$ cat config.mk
export PLATFORM = sky130hd
export DESIGN_NAME = dthash_ctrl
export DESIGN_NICKNAME = d
export VERILOG_FILES = /design/src/design/dthash_pkg.sv /design/src/design/dthash_ctrl.sv
export SDC_FILE = /design/constraint.sdc
export NUM_CORES = 1
export LEC_CHECK = 0
export BUFFER_PORTS_ARGS = -buffer_cell sky130_fd_sc_hd__buf_4
export CAP_MARGIN = 20
export CELL_PAD_IN_SITES_DETAIL_PLACEMENT = 1
export CELL_PAD_IN_SITES_GLOBAL_PLACEMENT = 2
export CORE_MARGIN = 1
export CORE_UTILIZATION = 25
export CTS_BUF_LIST = sky130_fd_sc_hd__clkbuf_8
export DETAILED_ROUTE_END_ITERATION = 10
export PLACE_DENSITY = 0.8
export SYNTH_ARGS = -nofsm -noshare
export SYNTH_HDL_FRONTEND = slang
export SYNTH_SLANG_ARGS = --single-unit
$ cat constraint.sdc
create_clock -name clk -period 2.1 [get_ports clk]
set_input_delay 0.42 -clock clk [delete_from_list [all_inputs] [get_ports clk]]
set_output_delay 0.42 -clock clk [all_outputs]
set_load 0.005 [all_outputs]
$ cat src/design/dthash_pkg.sv
// ----------------------------------------------------------------------------
// dthash_pkg
// Shared types and constants for the chained hash device table.
// ----------------------------------------------------------------------------
package dthash_pkg;

  localparam int DEF_TABLE_ENTRIES = 64;
  localparam int DEF_BUCKET_COUNT  = 64;

  localparam int MAC_W   = 48;
  localparam int IP_W    = 32;
  localparam int VLAN_W  = 12;
  localparam int TYPE_W  = 8;
  localparam int OP_W    = 2;
  localparam int BKT_IN_W = 6;
  localparam int STAT_W  = 3;
  localparam int ENTRY_W = MAC_W + IP_W + VLAN_W + TYPE_W;

  localparam logic [TYPE_W-1:0] KEEP_BIT = 8'h20;

  localparam logic [OP_W-1:0] OP_GET    = 2'd0;
  localparam logic [OP_W-1:0] OP_LOOKUP = 2'd1;
  localparam logic [OP_W-1:0] OP_CLEAR  = 2'd2;

  localparam logic [STAT_W-1:0] ST_UPDATED   = 3'd0;
  localparam logic [STAT_W-1:0] ST_INSERTED  = 3'd1;
  localparam logic [STAT_W-1:0] ST_FULL      = 3'd2;
  localparam logic [STAT_W-1:0] ST_NOT_FOUND = 3'd3;
  localparam logic [STAT_W-1:0] ST_CLEARED   = 3'd4;

  typedef enum logic [2:0] {
    RES_NONE,
    RES_CLEAR,
    RES_MISS,
    RES_FULL,
    RES_HIT_LOOKUP,
    RES_HIT_UPDATE,
    RES_INSERT
  } res_sel_t;

  typedef struct packed {
    logic     load;
    logic     clear_tbl;
    logic     start_walk;
    logic     step;
    logic     upd;
    logic     ins;
    logic     link;
    logic     out_load;
    res_sel_t res_sel;
  } cmd_t;

  typedef struct packed {
    logic [OP_W-1:0] in_op;
    logic [OP_W-1:0] op;
    logic            head_nz;
    logic            hit;
    logic            next_nz;
    logic            full;
    logic            tail_nz;
    logic            out_free;
  } stat_t;

endpackage

$ cat src/design/dthash_ctrl.sv
// ----------------------------------------------------------------------------
// dthash_ctrl
// Sequencer for get, lookup and clear requests over the table datapath.
// ----------------------------------------------------------------------------
module dthash_ctrl (
  input  logic              clk,
  input  logic              rst,
  input  logic              in_valid,
  output logic              in_ready,
  input  dthash_pkg::stat_t st,
  output dthash_pkg::cmd_t  cmd
);
  import dthash_pkg::*;

  typedef enum logic [5:0] {
    S_IDLE   = 6'b000001,
    S_HEAD   = 6'b000010,
    S_WALK   = 6'b000100,
    S_INSERT = 6'b001000,
    S_LINK   = 6'b010000,
    S_RESP   = 6'b100000
  } state_t;

  state_t state, state_next;

  always_ff @(posedge clk) begin
    if (rst) begin
      state <= S_IDLE;
    end else begin
      state <= state_next;
    end
  end

  assign in_ready = (state == S_IDLE);

  always_comb begin
    cmd        = '0;
    cmd.res_sel = RES_NONE;
    state_next = state;
    unique case (state)
      S_IDLE: begin
        if (in_valid) begin
          cmd.load = 1'b1;
          if (st.in_op == OP_CLEAR) begin
            cmd.clear_tbl = 1'b1;
            cmd.res_sel   = RES_CLEAR;
            state_next    = S_RESP;
          end else if (st.in_op == OP_GET || st.in_op == OP_LOOKUP) begin
            state_next = S_HEAD;
          end else begin
            cmd.res_sel = RES_MISS;
            state_next  = S_RESP;
          end
        end
      end
      S_HEAD: begin
        if (st.head_nz) begin
          cmd.start_walk = 1'b1;
          state_next     = S_WALK;
        end else if (st.op == OP_LOOKUP) begin
          cmd.res_sel = RES_MISS;
          state_next  = S_RESP;
        end else if (st.full) begin
          cmd.res_sel = RES_FULL;
          state_next  = S_RESP;
        end else begin
          state_next = S_INSERT;
        end
      end
      S_WALK: begin
        if (st.hit) begin
          if (st.op == OP_LOOKUP) begin
            cmd.res_sel = RES_HIT_LOOKUP;
          end else begin
            cmd.upd     = 1'b1;
            cmd.res_sel = RES_HIT_UPDATE;
          end
          state_next = S_RESP;
        end else begin
          cmd.step = 1'b1;
          if (!st.next_nz) begin
            if (st.op == OP_LOOKUP) begin
              cmd.res_sel = RES_MISS;
              state_next  = S_RESP;
            end else if (st.full) begin
              cmd.res_sel = RES_FULL;
              state_next  = S_RESP;
            end else begin
              state_next = S_INSERT;
            end
          end
        end
      end
      S_INSERT: begin
        cmd.ins     = 1'b1;
        cmd.res_sel = RES_INSERT;
        state_next  = st.tail_nz ? S_LINK : S_RESP;
      end
      S_LINK: begin
        cmd.link   = 1'b1;
        state_next = S_RESP;
      end
      S_RESP: begin
        if (st.out_free) begin
          cmd.out_load = 1'b1;
          state_next   = S_IDLE;
        end
      end
      default: begin
        state_next = S_IDLE;
      end
    endcase
  end

endmodule

==> reports/qor.csv <==
metric;value;unit
ys_seq_area_frac;0.2187;
finalMaxSlewViolations;0;
cts_root_buf;clkbuf_8;
arrival;1.76;ns
leakagePower;0.4543;nW
syn_area_per_cell;7.736;um2
crit_chain;or4_4, nor3b_4, nand3_2, o221ai_2, buf_4;
area_delta_synth_final;75.63;%
violations;setup timing;
overflow;0;
setup_viol;3;
rsz0062_at_grt;yes;
wl_per_cell;14.58;um
worstMarginPinSlew;0.3940;ns
ys_warn_count;0;
finClkSkew;0.003277;ns
path_delay_family;simple AND/OR/NAND/NOR gates;
crit_path_start_kind;flip-flop;
fp.dieArea;0.002389;mm2
largest_reg_flops;6;
clock_path_buffers;2;
syn-instance-count;71;
grt_max_degree;8;
antennaDiodeCount;0;
finalPower;0.8818;mW
core_area;0.002022;mm2
io_buffers;24;
critPathRequiredTime;1.68;ns
async_flop_share;0;
dpl.hpwl;1.510;mm
cts_sinks;6;
grt_pass1_vias;742;
grt_usage;0.1804;
status;finished with violations;
die_w;48.88;um
clk_latency;0.22;ns
fmax;457.8;MHz
gp_congestion;0.7484;
critPathBufInv;1;
wl;2.027;mm
register_area;123.9;um2
via_per_inst;5.036;
finalNonFillerCells;139;
setup_slack;-0.08448;ns
drive_gt1_frac;0.5714;
syn_nets;84;
r2r_setup_slack;0.19;ns
cp_max_fo;3;
hold_buffers;0;
syn-cell-area;549.3;um2
grt_pass1_wl;3.277;mm
synthDistinctLibCells;36;
dr.pass1.iters;3;
hold_class;input pin to flip-flop;
peakVddDrop;0.3323;mV
numCtsBuffers;3;
num_vias;700;
htree_num_levels;1;
worst_slew_margin_rel;0.7349;
drtIter0Drc;4;
cts_tree;built;
top_regs;state: 6 flops;
post-route-period-util;1.040;
synth-seq-cells;6;
drv_cap;0;
dp.cells;129;
num_rows;16;
drtAntennaViolNets;0;
final_cell_mix;37 x buf_4, 8 x inv_1, 5 x nor2_1;
ios;25;
timing_hold_violations_final;0;
crit_path_max_incr_delay;0.55;ns
clkTransAtPathRegs;0.04;ns
multiInputGateArea;416.7;um2
worstSetupPathType;flip-flop to output pin;
fin_nets;127;
regMostFlops;state;
die_height;48.88;um
finalCriticalPeriod;2.184;ns
remaining_drc_errors;0;
end_kind;output pin;
antenna_found_initial;0;
synth_flop_cell;dfxtp_1;
layout_commonest_cell;buf_4;
synth-edff-count;0;
initial_utilization;0.2717;
powerDensity;914.1;mW/mm2
cp_slowest_cell;or4_4;
fillers;256;
-- final timing paths --
check | from | end | cells past startpoint
hold / removal | st[9] | state[1]$_SDFFE_PP0P_ | 2
hold reg to reg | state[4]$_SDFFE_PP0P_ | state[4]$_SDFFE_PP0P_ | 3
setup / recovery | state[3]$_SDFFE_PP0P_ | cmd[1] | 5
setup reg to reg | state[3]$_SDFFE_PP0P_ | state[5]$_SDFFE_PP0P_ | 6
-- cell type report --
cell class	instances	share of cell area
clock buffer	3	0.04280
inverter	10	0.03891
multi-input combinational	53	0.4319
sequential	6	0.1284
tap	27	0.03502
timing repair buffer	40	0.3230
-- metrics by stage --
step / instance area, um2 / setup slack (ns) / TNS (ns) / utilization / hold slack [ns]
after floorplan: 549.3 / 0.1678 / 0 / - / 0.4891
after global placement: 822.0 / 0.09360 / 0 / 0.4066 / 0.6121
after detailed placement: 822.0 / 0.02908 / 0 / 0.4066 / 0.6145
after CTS: 942.2 / -0.08406 / -0.1824 / 0.4660 / 0.3820
after global routing: 964.7 / -0.1306 / -0.3642 / 0.4771 / 0.3841
final: 964.7 / -0.08448 / -0.1788 / 0.4771 / 0.3857
-- report_power, final --
group / total, mW / internal (mW) / switching [mW]
registers: 0.160 / 0.138 / 0.0225
clock network: 0.171 / 0.123 / 0.0479
logic: 0.551 / 0.309 / 0.241
-- cell families (layout without fill, tap and decap cells) --
logic type	count (synthesis)	in the layout	share of synthesized area
xor gates and xnor gates	1	1	0.01595
buffers and inverters	12	53	0.08427
and+or+nand+nor	37	37	0.4602
AOI/OAI and AO/OA	15	15	0.2210
DFF	6	6	0.2187
-- cell usage after synthesis (all sizes together) (2+ instances only) --
master / n / share of area
a21oi: 3 / 0.027
dfxtp: 6 / 0.22
inv: 10 / 0.068
nand2: 4 / 0.027
nand2b: 4 / 0.046
nand3: 2 / 0.018
nor2: 7 / 0.048
nor3: 5 / 0.066
nor3b: 3 / 0.061
nor4: 2 / 0.034
o211ai: 2 / 0.027
or4: 3 / 0.055
-- worst register-to-register path, cell delays in order (launching register included) --
cell      delay [ns]
dfxtp_2         0.31
buf_4           0.12
buf_4           0.13
nand2b_1        0.17
a2111o_1        0.42
a221o_1         0.39
o32ai_2         0.27
-- routing by layer --
metal | share of wire | track usage
met5 | 0 | 0
met4 | 0 | 0.04902
met3 | 0.027 | 0.02181
met2 | 0.53 | 0.3356
met1 | 0.44 | 0.2147
-- timing repair --
action / 4_1_cts / 5_1_grt
endpoints found under the setup margin: 7 / 8
gates resized for setup: 12 / 4
pin swaps: 6 / 2
setup buffers: 6 / 1
Note: power is estimated with default switching activity, not from simulation.
